$ cat config.mk
export PLATFORM = sky130hd
export DESIGN_NAME = position_pid_with_safety_cutoffs_flat
export DESIGN_NICKNAME = d
export VERILOG_FILES = /design/src/hw/rtl/ppid_pkg.sv /design/src/hw/rtl/ppid_in_if.sv /design/src/hw/rtl/ppid_out_if.sv /design/src/hw/rtl/ppid_cfg_regs.sv /design/src/hw/rtl/ppid_front.sv /design/src/hw/rtl/ppid_mult.sv /design/src/hw/rtl/ppid_out.sv /design/src/hw/rtl/position_pid_with_safety_cutoffs.sv /design/src/flat_wrapper.sv
export VERILOG_INCLUDE_DIRS = /design/src /design/src/hw/rtl
export SDC_FILE = /design/constraint.sdc
export NUM_CORES = 2
export LEC_CHECK = 0
export BUFFER_PORTS_ARGS = -buffer_cell sky130_fd_sc_hd__buf_2
export CAP_MARGIN = 20
export CORE_MARGIN = 1
export CORE_UTILIZATION = 40
export CTS_BUF_LIST = sky130_fd_sc_hd__clkbuf_16
export CTS_CLUSTER_DIAMETER = 30
export CTS_CLUSTER_SIZE = 12
export DETAILED_ROUTE_END_ITERATION = 10
export PLACE_DENSITY_LB_ADDON = 0.15
export SYNTH_ARGS = -nofsm -noshare
export SYNTH_HDL_FRONTEND = slang
export SYNTH_SLANG_ARGS = --single-unit
export TNS_END_PERCENT = 20
$ cat constraint.sdc
create_clock -name clk -period 20.8 [get_ports clk]
set_clock_uncertainty 0.05 [all_clocks]
set_input_delay 6.24 -clock clk [delete_from_list [all_inputs] [get_ports clk]]
set_output_delay 6.24 -clock clk [all_outputs]
set_load 0.05 [all_outputs]
$ cat src/hw/rtl/position_pid_with_safety_cutoffs_assert.svh
// assertion macros for the position pid controller
// expects clk and rst in the scope of the including module
`ifndef POSITION_PID_WITH_SAFETY_CUTOFFS_ASSERT_SVH
`define POSITION_PID_WITH_SAFETY_CUTOFFS_ASSERT_SVH

// condition must hold at every edge outside reset
`define PPID_ASSERT_ALWAYS(lbl, cond) \
  lbl: assert property (@(posedge clk) disable iff (rst) (cond)) \
    else $error("ppid assertion failed");

// consequent must hold whenever the antecedent holds
`define PPID_ASSERT_IMPL(lbl, ante, cons) \
  lbl: assert property (@(posedge clk) disable iff (rst) (ante) |-> (cons)) \
    else $error("ppid assertion failed");

`endif

$ cat src/hw/rtl/ppid_pkg.sv
// shared types and constants for the position pid controller
// no dependencies
`timescale 1ns / 1ps
`default_nettype none

package ppid_pkg;

  localparam int SAMPLE_BITS   = 10;
  localparam int ERR_BITS      = SAMPLE_BITS + 1;
  localparam int DIFF_BITS     = ERR_BITS + 1;
  localparam int SUM_BITS      = 24;
  localparam int GAIN_BITS     = 16;
  localparam int DUTY_BITS     = 10;
  localparam int SETTLE_BITS   = 16;
  localparam int COOL_BITS     = 8;
  localparam int Q_SHIFT       = 8;
  localparam int CFG_IDX_BITS  = 3;
  localparam int CFG_DATA_BITS = 16;

  localparam int P_BITS   = GAIN_BITS + 1 + ERR_BITS;
  localparam int I_BITS   = GAIN_BITS + 1 + SUM_BITS;
  localparam int D_BITS   = GAIN_BITS + 1 + DIFF_BITS;
  localparam int ACC_BITS = I_BITS + 2;

  localparam logic [COOL_BITS-1:0] FAULT_HOLD = COOL_BITS'(200);
  localparam logic [DUTY_BITS-1:0] DUTY_MAX   = '1;

  typedef enum logic [CFG_IDX_BITS-1:0] {
    REG_PROP_GAIN     = 3'd0,
    REG_INTEGRAL_GAIN = 3'd1,
    REG_DERIV_GAIN    = 3'd2,
    REG_POS_MAX       = 3'd3,
    REG_POS_MIN       = 3'd4,
    REG_DEAD_BAND     = 3'd5,
    REG_SETTLE_TICKS  = 3'd6,
    REG_FAULT_LIMIT   = 3'd7
  } cfg_reg_e;

  typedef struct packed {
    logic [GAIN_BITS-1:0]   prop_gain;
    logic [GAIN_BITS-1:0]   integral_gain;
    logic [GAIN_BITS-1:0]   deriv_gain;
    logic [SAMPLE_BITS-1:0] pos_max;
    logic [SAMPLE_BITS-1:0] pos_min;
    logic [SAMPLE_BITS-1:0] dead_band;
    logic [SETTLE_BITS-1:0] settle_ticks;
    logic [SAMPLE_BITS-1:0] fault_limit;
  } cfg_t;

  // error terms and drive decisions out of the front stage
  typedef struct packed {
    logic                        en;
    logic signed [ERR_BITS-1:0]  err;
    logic signed [DIFF_BITS-1:0] diff;
    logic signed [SUM_BITS-1:0]  sum;
    logic                        right;
    logic                        left;
    logic                        zero_duty;
    logic                        inb;
    logic                        fcut;
  } front_t;

  // weighted terms out of the multiplier stage
  typedef struct packed {
    logic                     en;
    logic signed [P_BITS-1:0] p_term;
    logic signed [I_BITS-1:0] i_term;
    logic signed [D_BITS-1:0] d_term;
    logic                     right;
    logic                     left;
    logic                     zero_duty;
    logic                     inb;
    logic                     fcut;
  } mult_t;

endpackage

`default_nettype wire

$ cat src/hw/rtl/ppid_in_if.sv
// sample channel: valid/ready handshake with the tick payload
// depends on ppid_pkg
`timescale 1ns / 1ps
`default_nettype none

interface ppid_in_if;
  import ppid_pkg::*;

  logic                   valid;
  logic                   ready;
  logic [SAMPLE_BITS-1:0] ref_sample;
  logic [SAMPLE_BITS-1:0] fb_sample;
  logic                   enable;

  modport source (output valid, output ref_sample, output fb_sample, output enable,
                  input ready);
  modport sink   (input valid, input ref_sample, input fb_sample, input enable,
                  output ready);
endinterface

`default_nettype wire

$ cat src/hw/rtl/ppid_out_if.sv
// result channel: valid/ready handshake with the drive payload
// depends on ppid_pkg
`timescale 1ns / 1ps
`default_nettype none

interface ppid_out_if;
  import ppid_pkg::*;

  logic                 valid;
  logic                 ready;
  logic [DUTY_BITS-1:0] duty;
  logic                 drive_right;
  logic                 drive_left;
  logic                 in_band;
  logic                 fault_cut;

  modport source (output valid, output duty, output drive_right, output drive_left,
                  output in_band, output fault_cut, input ready);
  modport sink   (input valid, input duty, input drive_right, input drive_left,
                  input in_band, input fault_cut, output ready);
endinterface

`default_nettype wire

$ cat src/hw/rtl/ppid_cfg_regs.sv
// configuration register bank with plain write port
// depends on ppid_pkg
`timescale 1ns / 1ps
`default_nettype none

module ppid_cfg_regs (
  input  wire logic                                clk,
  input  wire logic                                rst,
  input  wire logic                                cfg_we,
  input  wire logic [ppid_pkg::CFG_IDX_BITS-1:0]   cfg_index,
  input  wire logic [ppid_pkg::CFG_DATA_BITS-1:0]  cfg_data,
  output ppid_pkg::cfg_t                           cfg
);
  import ppid_pkg::*;

  always_ff @(posedge clk) begin
    if (rst) begin
      cfg.prop_gain     <= GAIN_BITS'(12800);
      cfg.integral_gain <= '0;
      cfg.deriv_gain    <= '0;
      cfg.pos_max       <= SAMPLE_BITS'(147);
      cfg.pos_min       <= SAMPLE_BITS'(89);
      cfg.dead_band     <= SAMPLE_BITS'(10);
      cfg.settle_ticks  <= SETTLE_BITS'(50);
      cfg.fault_limit   <= SAMPLE_BITS'(500);
    end else if (cfg_we) begin
      case (cfg_reg_e'(cfg_index))
        REG_PROP_GAIN:     cfg.prop_gain     <= cfg_data[GAIN_BITS-1:0];
        REG_INTEGRAL_GAIN: cfg.integral_gain <= cfg_data[GAIN_BITS-1:0];
        REG_DERIV_GAIN:    cfg.deriv_gain    <= cfg_data[GAIN_BITS-1:0];
        REG_POS_MAX:       cfg.pos_max       <= cfg_data[SAMPLE_BITS-1:0];
        REG_POS_MIN:       cfg.pos_min       <= cfg_data[SAMPLE_BITS-1:0];
        REG_DEAD_BAND:     cfg.dead_band     <= cfg_data[SAMPLE_BITS-1:0];
        REG_SETTLE_TICKS:  cfg.settle_ticks  <= cfg_data[SETTLE_BITS-1:0];
        REG_FAULT_LIMIT:   cfg.fault_limit   <= cfg_data[SAMPLE_BITS-1:0];
        default: ;
      endcase
    end
  end

endmodule

`default_nettype wire

$ cat src/hw/rtl/ppid_front.sv
// input register, error forming and loop state update
// depends on ppid_pkg and ppid_in_if
`timescale 1ns / 1ps
`default_nettype none

module ppid_front (
  input  wire logic      clk,
  input  wire logic      rst,
  input  wire ppid_pkg::cfg_t cfg,
  ppid_in_if.sink        sample_in,
  output logic           front_valid,
  input  wire logic      front_ready,
  output ppid_pkg::front_t front
);
  import ppid_pkg::*;

  // input register
  logic                   s0_valid;
  logic [SAMPLE_BITS-1:0] ref_q;
  logic [SAMPLE_BITS-1:0] fb_q;
  logic                   en_q;

  // loop state
  logic signed [ERR_BITS-1:0] prev_error, prev_error_next;
  logic signed [SUM_BITS-1:0] error_sum, error_sum_next;
  logic                       band_flag, band_flag_next;
  logic [SETTLE_BITS-1:0]     settle_count, settle_count_next;
  logic [COOL_BITS-1:0]       fault_cooldown, fault_cooldown_next;

  logic                        move;
  logic                        accept;
  logic [SAMPLE_BITS-1:0]      ref_hi, ref_c;
  logic signed [ERR_BITS-1:0]  err;
  logic [ERR_BITS-1:0]         err_abs;
  logic [SAMPLE_BITS-1:0]      err_mag;
  logic signed [DIFF_BITS-1:0] diff;
  logic signed [SUM_BITS:0]    sum_wide;
  logic signed [SUM_BITS-1:0]  sum_sat;
  logic                        right, lim_cut, in_db, fault_ok, fault, settled;
  logic [SETTLE_BITS-1:0]      cnt_tick;
  logic [COOL_BITS-1:0]        cool_tick;
  front_t                      front_d;

  assign move            = s0_valid && (!front_valid || front_ready);
  assign sample_in.ready = !s0_valid || move;
  assign accept          = sample_in.valid && sample_in.ready;

  always_comb begin
    ref_hi  = (ref_q > cfg.pos_max) ? cfg.pos_max : ref_q;
    ref_c   = (ref_hi < cfg.pos_min) ? cfg.pos_min : ref_hi;
    err     = $signed({1'b0, ref_c}) - $signed({1'b0, fb_q});
    err_abs = err[ERR_BITS-1] ? ERR_BITS'(-err) : ERR_BITS'(err);
    err_mag = err_abs[SAMPLE_BITS-1:0];
    diff    = $signed({err[ERR_BITS-1], err}) - $signed({prev_error[ERR_BITS-1], prev_error});

    sum_wide = $signed({error_sum[SUM_BITS-1], error_sum})
             + $signed({{(SUM_BITS + 1 - ERR_BITS){err[ERR_BITS-1]}}, err});
    if (sum_wide[SUM_BITS] != sum_wide[SUM_BITS-1]) begin
      sum_sat = sum_wide[SUM_BITS] ? $signed({1'b1, {(SUM_BITS-1){1'b0}}})
                                   : $signed({1'b0, {(SUM_BITS-1){1'b1}}});
    end else begin
      sum_sat = sum_wide[SUM_BITS-1:0];
    end

    right   = ref_c > fb_q;
    lim_cut = (fb_q >= cfg.pos_max && right) || (fb_q <= cfg.pos_min && !right);
    in_db   = err_mag <= cfg.dead_band;
    fault_ok = fault_cooldown == '0;
    fault   = (err_mag > cfg.fault_limit) && fault_ok;

    // counters tick every sample, enabled or not
    cnt_tick  = (band_flag && settle_count != '1) ? settle_count + 1'b1 : settle_count;
    cool_tick = fault_ok ? fault_cooldown : fault_cooldown - 1'b1;

    if (en_q) begin
      settle_count_next   = (in_db && !band_flag) ? '0 : cnt_tick;
      fault_cooldown_next = fault ? FAULT_HOLD : cool_tick;
      band_flag_next      = in_db;
      prev_error_next     = err;
      error_sum_next      = sum_sat;
    end else begin
      settle_count_next   = cnt_tick;
      fault_cooldown_next = cool_tick;
      band_flag_next      = band_flag;
      prev_error_next     = prev_error;
      error_sum_next      = error_sum;
    end

    settled = in_db && (settle_count_next > cfg.settle_ticks);

    front_d.en        = en_q;
    front_d.err       = err;
    front_d.diff      = diff;
    front_d.sum       = sum_sat;
    front_d.right     = right && !settled && !fault;
    front_d.left      = !right && !settled && !fault;
    front_d.zero_duty = lim_cut || settled || fault;
    front_d.inb       = in_db && !settled;
    front_d.fcut      = fault;
  end

  always_ff @(posedge clk) begin
    if (rst) begin
      s0_valid       <= 1'b0;
      front_valid    <= 1'b0;
      prev_error     <= '0;
      error_sum      <= '0;
      band_flag      <= 1'b0;
      settle_count   <= '0;
      fault_cooldown <= '0;
    end else begin
      if (accept) begin
        s0_valid <= 1'b1;
      end else if (move) begin
        s0_valid <= 1'b0;
      end
      if (move) begin
        front_valid    <= 1'b1;
        prev_error     <= prev_error_next;
        error_sum      <= error_sum_next;
        band_flag      <= band_flag_next;
        settle_count   <= settle_count_next;
        fault_cooldown <= fault_cooldown_next;
      end else if (front_ready) begin
        front_valid <= 1'b0;
      end
    end
  end

  always_ff @(posedge clk) begin
    if (accept) begin
      ref_q <= sample_in.ref_sample;
      fb_q  <= sample_in.fb_sample;
      en_q  <= sample_in.enable;
    end
    if (move) begin
      front <= front_d;
    end
  end

endmodule

`default_nettype wire

$ cat src/hw/rtl/ppid_mult.sv
// gain multiplier stage: three products into one register
// depends on ppid_pkg
`timescale 1ns / 1ps
`default_nettype none

module ppid_mult (
  input  wire logic        clk,
  input  wire logic        rst,
  input  wire ppid_pkg::cfg_t   cfg,
  input  wire logic        front_valid,
  output logic             front_ready,
  input  wire ppid_pkg::front_t front,
  output logic             mult_valid,
  input  wire logic        mult_ready,
  output ppid_pkg::mult_t  mult
);
  import ppid_pkg::*;

  logic  load;
  mult_t mult_d;

  assign front_ready = !mult_valid || mult_ready;
  assign load        = front_valid && front_ready;

  always_comb begin
    mult_d.en        = front.en;
    mult_d.p_term    = $signed({1'b0, cfg.prop_gain}) * front.err;
    mult_d.i_term    = $signed({1'b0, cfg.integral_gain}) * front.sum;
    mult_d.d_term    = $signed({1'b0, cfg.deriv_gain}) * front.diff;
    mult_d.right     = front.right;
    mult_d.left      = front.left;
    mult_d.zero_duty = front.zero_duty;
    mult_d.inb       = front.inb;
    mult_d.fcut      = front.fcut;
  end

  always_ff @(posedge clk) begin
    if (rst) begin
      mult_valid <= 1'b0;
    end else if (load) begin
      mult_valid <= 1'b1;
    end else if (mult_ready) begin
      mult_valid <= 1'b0;
    end
  end

  always_ff @(posedge clk) begin
    if (load) begin
      mult <= mult_d;
    end
  end

endmodule

`default_nettype wire

$ cat src/hw/rtl/ppid_out.sv
// sum, q8 shift, magnitude and saturation into the result register
// depends on ppid_pkg and ppid_out_if
`timescale 1ns / 1ps
`default_nettype none

module ppid_out (
  input  wire logic       clk,
  input  wire logic       rst,
  input  wire logic       mult_valid,
  output logic            mult_ready,
  input  wire ppid_pkg::mult_t mult,
  ppid_out_if.source      result_out
);
  import ppid_pkg::*;

  logic                       load;
  logic [DUTY_BITS-1:0]       held_duty;
  logic signed [ACC_BITS-1:0] acc, acc_sh;
  logic [ACC_BITS-1:0]        mag;
  logic [DUTY_BITS-1:0]       duty_pid, duty;

  assign mult_ready = !result_out.valid || result_out.ready;
  assign load       = mult_valid && mult_ready;

  always_comb begin
    acc    = ACC_BITS'(mult.p_term) + ACC_BITS'(mult.i_term) + ACC_BITS'(mult.d_term);
    acc_sh = acc >>> Q_SHIFT;
    // floor shift then magnitude rounds negative sums away from zero
    mag    = acc_sh[ACC_BITS-1] ? ACC_BITS'(-acc_sh) : ACC_BITS'(acc_sh);
    duty_pid = (mag > ACC_BITS'(DUTY_MAX)) ? DUTY_MAX : mag[DUTY_BITS-1:0];
    if (!mult.en) begin
      duty = held_duty;
    end else if (mult.zero_duty) begin
      duty = '0;
    end else begin
      duty = duty_pid;
    end
  end

  always_ff @(posedge clk) begin
    if (rst) begin
      result_out.valid <= 1'b0;
      held_duty        <= '0;
    end else begin
      if (load) begin
        result_out.valid <= 1'b1;
      end else if (result_out.ready) begin
        result_out.valid <= 1'b0;
      end
      if (load && mult.en) begin
        held_duty <= duty;
      end
    end
  end

  always_ff @(posedge clk) begin
    if (load) begin
      result_out.duty        <= duty;
      result_out.drive_right <= mult.en && mult.right;
      result_out.drive_left  <= mult.en && mult.left;
      result_out.in_band     <= mult.en && mult.inb;
      result_out.fault_cut   <= mult.en && mult.fcut;
    end
  end

endmodule

`default_nettype wire

$ cat src/hw/rtl/position_pid_with_safety_cutoffs.sv
// position pid with safety cutoffs: each accepted sample passes the stages below to the result
// throughput one word per cycle; each stage holds while its successor is full
// stages: input register, error/state update, gain products, sum and saturate
// while a result waits unread, new words enter only until the stages ahead of the result register fill
// reset (rst, synchronous) restores register defaults, clears loop state and empties the pipe
// no clearing pass: all state is in flip-flops
`timescale 1ns / 1ps
`default_nettype none

module position_pid_with_safety_cutoffs (
  input  wire logic                               clk,
  input  wire logic                               rst,
  input  wire logic                               cfg_we,
  input  wire logic [ppid_pkg::CFG_IDX_BITS-1:0]  cfg_index,
  input  wire logic [ppid_pkg::CFG_DATA_BITS-1:0] cfg_data,
  ppid_in_if.sink                                 sample_in,
  ppid_out_if.source                              result_out
);
  import ppid_pkg::*;

  `include "position_pid_with_safety_cutoffs_assert.svh"

  // live configuration; the user must rewrite it only while the pipe is idle, the block does not enforce this
  cfg_t   cfg;

  // front stage to multiplier stage
  logic   front_valid;
  logic   front_ready;
  front_t front;

  // multiplier stage to result stage
  logic   mult_valid;
  logic   mult_ready;
  mult_t  mult;

  ppid_cfg_regs u_cfg (
    .clk       (clk),
    .rst       (rst),
    .cfg_we    (cfg_we),
    .cfg_index (cfg_index),
    .cfg_data  (cfg_data),
    .cfg       (cfg)
  );

  // clamp, error, integral, dead band / settle / fault decisions;
  // loop state moves once per word as it leaves the input register
  ppid_front u_front (
    .clk         (clk),
    .rst         (rst),
    .cfg         (cfg),
    .sample_in   (sample_in),
    .front_valid (front_valid),
    .front_ready (front_ready),
    .front       (front)
  );

  // the three gain products, registered before they are summed
  ppid_mult u_mult (
    .clk         (clk),
    .rst         (rst),
    .cfg         (cfg),
    .front_valid (front_valid),
    .front_ready (front_ready),
    .front       (front),
    .mult_valid  (mult_valid),
    .mult_ready  (mult_ready),
    .mult        (mult)
  );

  // q8 sum, magnitude, saturation to 1023; held duty kept here so that
  // a disabled word sees the duty of the last enabled word ahead of it
  ppid_out u_out (
    .clk        (clk),
    .rst        (rst),
    .mult_valid (mult_valid),
    .mult_ready (mult_ready),
    .mult       (mult),
    .result_out (result_out)
  );

  // the bridge is never driven both ways
  `PPID_ASSERT_IMPL(a_dir_exclusive, result_out.valid,
                    !(result_out.drive_right && result_out.drive_left))
  // a fault cut removes all drive
  `PPID_ASSERT_IMPL(a_fault_off, result_out.valid && result_out.fault_cut,
                    result_out.duty == '0 && !result_out.drive_right && !result_out.drive_left)
  // in band and not cut by a fault means a direction is still selected
  `PPID_ASSERT_IMPL(a_band_drives, result_out.valid && result_out.in_band && !result_out.fault_cut,
                    result_out.drive_right || result_out.drive_left)

endmodule

`default_nettype wire
$ cat src/flat_wrapper.sv
// flat-port wrapper written by rule: the top's interface ports become plain ports
module position_pid_with_safety_cutoffs_flat import ppid_pkg::*;
  (clk, rst, cfg_we, cfg_index, cfg_data, sample_in_valid, sample_in_ref_sample, sample_in_fb_sample, sample_in_enable, sample_in_ready, result_out_valid, result_out_duty, result_out_drive_right, result_out_drive_left, result_out_in_band, result_out_fault_cut, result_out_ready);
  ppid_in_if sample_in_i ();
  ppid_out_if result_out_i ();
  input  wire logic clk;
  input  wire logic rst;
  input  wire logic cfg_we;
  input  wire logic [ppid_pkg::CFG_IDX_BITS-1:0] cfg_index;
  input  wire logic [ppid_pkg::CFG_DATA_BITS-1:0] cfg_data;
  input wire logic [$bits(sample_in_i.valid)-1:0] sample_in_valid;
  input wire logic [$bits(sample_in_i.ref_sample)-1:0] sample_in_ref_sample;
  input wire logic [$bits(sample_in_i.fb_sample)-1:0] sample_in_fb_sample;
  input wire logic [$bits(sample_in_i.enable)-1:0] sample_in_enable;
  output wire logic [$bits(sample_in_i.ready)-1:0] sample_in_ready;
  output wire logic [$bits(result_out_i.valid)-1:0] result_out_valid;
  output wire logic [$bits(result_out_i.duty)-1:0] result_out_duty;
  output wire logic [$bits(result_out_i.drive_right)-1:0] result_out_drive_right;
  output wire logic [$bits(result_out_i.drive_left)-1:0] result_out_drive_left;
  output wire logic [$bits(result_out_i.in_band)-1:0] result_out_in_band;
  output wire logic [$bits(result_out_i.fault_cut)-1:0] result_out_fault_cut;
  input wire logic [$bits(result_out_i.ready)-1:0] result_out_ready;
  assign sample_in_i.valid = sample_in_valid;
  assign sample_in_i.ref_sample = sample_in_ref_sample;
  assign sample_in_i.fb_sample = sample_in_fb_sample;
  assign sample_in_i.enable = sample_in_enable;
  assign sample_in_ready = sample_in_i.ready;
  assign result_out_valid = result_out_i.valid;
  assign result_out_duty = result_out_i.duty;
  assign result_out_drive_right = result_out_i.drive_right;
  assign result_out_drive_left = result_out_i.drive_left;
  assign result_out_in_band = result_out_i.in_band;
  assign result_out_fault_cut = result_out_i.fault_cut;
  assign result_out_i.ready = result_out_ready;
  position_pid_with_safety_cutoffs u_core (.clk(clk), .rst(rst), .cfg_we(cfg_we), .cfg_index(cfg_index), .cfg_data(cfg_data), .sample_in(sample_in_i), .result_out(result_out_i));
endmodule
==> metrics <==
clock buffer depth=3; Data required, critical path=14.51 ns; RD Place Congestion=0.840; via count=34,462; Synth Area in Simple Gates=17.4%; Compound-Gate Fraction of Synth Area=9.24%; Seq. cell area=9330 µm²; Iter 0 DRT Violations=1,887; FMAX=74.1 MHz; leakage power=0.0231 µW; io pins=61; PD cells=98.1 nW/µm²; largest family of logic cells by synthesized area=adder cells; final core utilization=44.9%; Final nets=6,332; DRC Markers=0; GRT overflow=0; Mapped Area=46,900 µm²; unrepaired setup endpoints after global routing=no; most frequent cells in the layout=inv_1 (869), nand2_1 (799), fa_1 (687); CTS root buffer=clkbuf_16; Syn-to-layout area delta=11.2%; Ys Warns=0; XOR/XNOR share of the synthesized area=3.29%; Synth Flop Type=edfxtp_1; clock power share=29.4%; Hold Buf Count CTS=0; Fill cells=11,425; height of the die=344 µm; Area contributors post-synth=fa_1 (29%), edfxtp_1 (12%), ha_1 (12%), dfxtp_1 (7.6%), inv_1 (6.8%); port buffer count=60; Async SR Flop Fraction=0%; clock slew at reported path FFs=0.04 ns; initial antenna violation count=0; vias in the first global route=36,311; sw frac=42.9%; FF-to-FF path depth=51; final setup TNS=0 ns; post-synthesis register bit count=370; Startpoint Class=input port; num rows=125; VDD IR max=0.0958 mV; top fanout value on the critical path=6; area of the multi-input gates=33,600 µm²; vias per cell=5.08; Total Wirelength=121 mm; Combinational Power Share=47.6%; Slew Limit Fails=0; Gate Count Post-Synth=5,157; Num Clock Sinks=370; Die Wd=344 µm; Worst-Margin Slew=1.22 ns; Syn Nets=6,321; Skew-Pair Late Insertion Delay=0.71 ns; first-pass GRT wire length=199 mm; Sequential Power Share=23.0%; Worst R2R Setup Slack=9.88 ns; Post-synth EDFFs=192; adder-cell area share of the yosys netlist=41.0%; switching pwr=2200 µW; CTS buffer count=100; Setup crit end kind=output pin; Critical Path Start=result_out_ready; max_slew headroom=18.2%; reg-to-reg startpoint=u_core.u_front.ref_q[7]$_DFFE_PP_; detailed-placement wirelength estimate=95.1 mm; min Tclk post-route=13.49 ns; Initial Utilization=40.4%; Setup Fix Bufs, Post-CTS=0; CTS tree=done; largest net degree at the start of global routing=74; Yosys top cell area share=29.3%; CP endpoint=sample_in_ready; CORE AREA=116,000 µm²; status=complete, no violations; most common cell after layout, fill and taps aside=inv_1; Die ar.=119,000 µm²; # resized after CTS=0; layout cells sized above 1=6.43%; gr usage total=21.3%; H-Tree Depth=3; mux contribution to synthesized area=0.699%; crit path kind=in2out; Crit Reg-Reg Endpoint=u_core.u_front.front[2]$_DFFE_PP_; period utilization=64.9%; CP arrival=7.20 ns; WL/cell=17.9 µm; Max-cap violations=0; Hold WC Path Type=reg2reg; Cell Int Power=2920 µW; antenna cell count=0; post-synth top area cell=fa_1; Hold Vio Cnt, Final=0; mean post-synth cell area=9.10 µm²; sequential-to-total area share from yosys stat=19.9%; drt first pass iters=5; Yosys cell types=82; worst hold start=u_core.u_front.front[52]$_DFFE_PP_; antenna-violating nets left=0; Setup-failing EPs final=0
## through the flow
| step | hold slack (ns) | power [µW] | instance area [µm²] | setup WS [ns] | instances |
|---|---|---|---|---|---|
| floorplan | 0.350 | 2910 | 46900 | 6.16 | 5157 |
| global placement | 0.355 | 3600 | 48700 | 7.32 | 6585 |
| detailed placement | 0.356 | 3620 | 48700 | 7.31 | 6587 |
| CTS | 0.309 | 5160 | 52100 | 7.30 | 6776 |
| global route | 0.330 | 5550 | 52200 | 7.16 | 6779 |
| finish | 0.317 | 5120 | 52200 | 7.31 | 6779 |
## critical path, cell delays in order
cell,delay (ns)
buf_2,0.09
nor2b_1,0.42
nand4_1,0.20
buf_2,0.25
## how the worst min path moves through the flow
stage | to | slack, ns | cells after the start
after floorplan | u_core.u_mult.mult[0]$_DFFE_PP_ | 0.35 | 0
after detailed placement | u_core.u_mult.mult[0]$_DFFE_PP_ | 0.36 | 0
after CTS | u_core.u_mult.mult[103]$_DFFE_PP_ | 0.31 | 0
after global placement | u_core.u_mult.mult[4]$_DFFE_PP_ | 0.35 | 0
after global routing | u_core.u_mult.mult[103]$_DFFE_PP_ | 0.33 | 0
final | u_core.u_mult.mult[103]$_DFFE_PP_ | 0.32 | 0
## sequential cells by signal, summed over array words and instances (netlist names), 8 cells and up
name / cells
u_core.u_front.ref_q: 10
u_core.u_front.front: 53
u_core.u_mult.mult: 104
u_core.u_front.error_sum: 24
u_core.u_front.settle_count: 16
u_core.u_cfg.cfg: 104
u_core.u_front.fault_cooldown: 8
u_core.u_out.result_out.duty: 10
u_core.u_front.fb_q: 10
u_core.u_out.held_duty: 10
u_core.u_front.prev_error: 11
## per-layer routing
metal  part of all wire (%)  global-route usage, %  vias up  wire length [µm]
met5                      0                      0        -                 0
met4                    2.4                   5.80        0              2860
met3                    3.5                   2.64      133              4250
met2                     46                   35.2      574             56100
met1                     48                   29.4    17233             58100
li1                       -                      -    16522                 -
## power groups by stage
stage	sequential [µW]	clock (µW)	combinational, µW
final	1170	1510	2440
after global routing	1190	1580	2780
after CTS	1170	1540	2450
after detailed placement	1180	0	2440
after global placement	1180	0	2420
after floorplan	1010	0	1890
## layout make-up
type / count / share of cell area (%)
sequential: 370 / 17.9
clock buffer: 102 / 4.89
tap: 1524 / 3.65
multi-input combinational: 3734 / 64.5
clock inverter: 87 / 1.64
inverter: 851 / 6.12
timing repair buffer: 111 / 1.36
## cells by family after synthesis
logic type	after synthesis
muxes	30
xor gates and xnor gates	176
and+or+nand+nor	1714
buffers and inverters	1053
DFF	370
AOI/OAI and AO/OA	686
adders and majority gates	1128
## Yosys cell counts, drive strengths merged, types with 7 or more instances
cell,number
nand2,800
nor2b,32
or3,17
mux2,22
o21bai,17
a31oi,13
a21oi,280
nor3,66
ha,432
o21ai,131
and2,331
a21boi,13
nor4,7
o21a,31
a21o,57
o31ai,16
edfxtp,192
nand3b,20
dfxtp,178
nand4,34
or2,15
xor2,48
nor2,225
and3,25
xnor2,128
mux2i,8
a211oi,24
and4,12
nand3,45
inv,851
clkbuf,193
buf,9
a41oi,22
maj3,9
nand2b,65
fa,687
a211o,14
(Power assumes the default switching activity.)
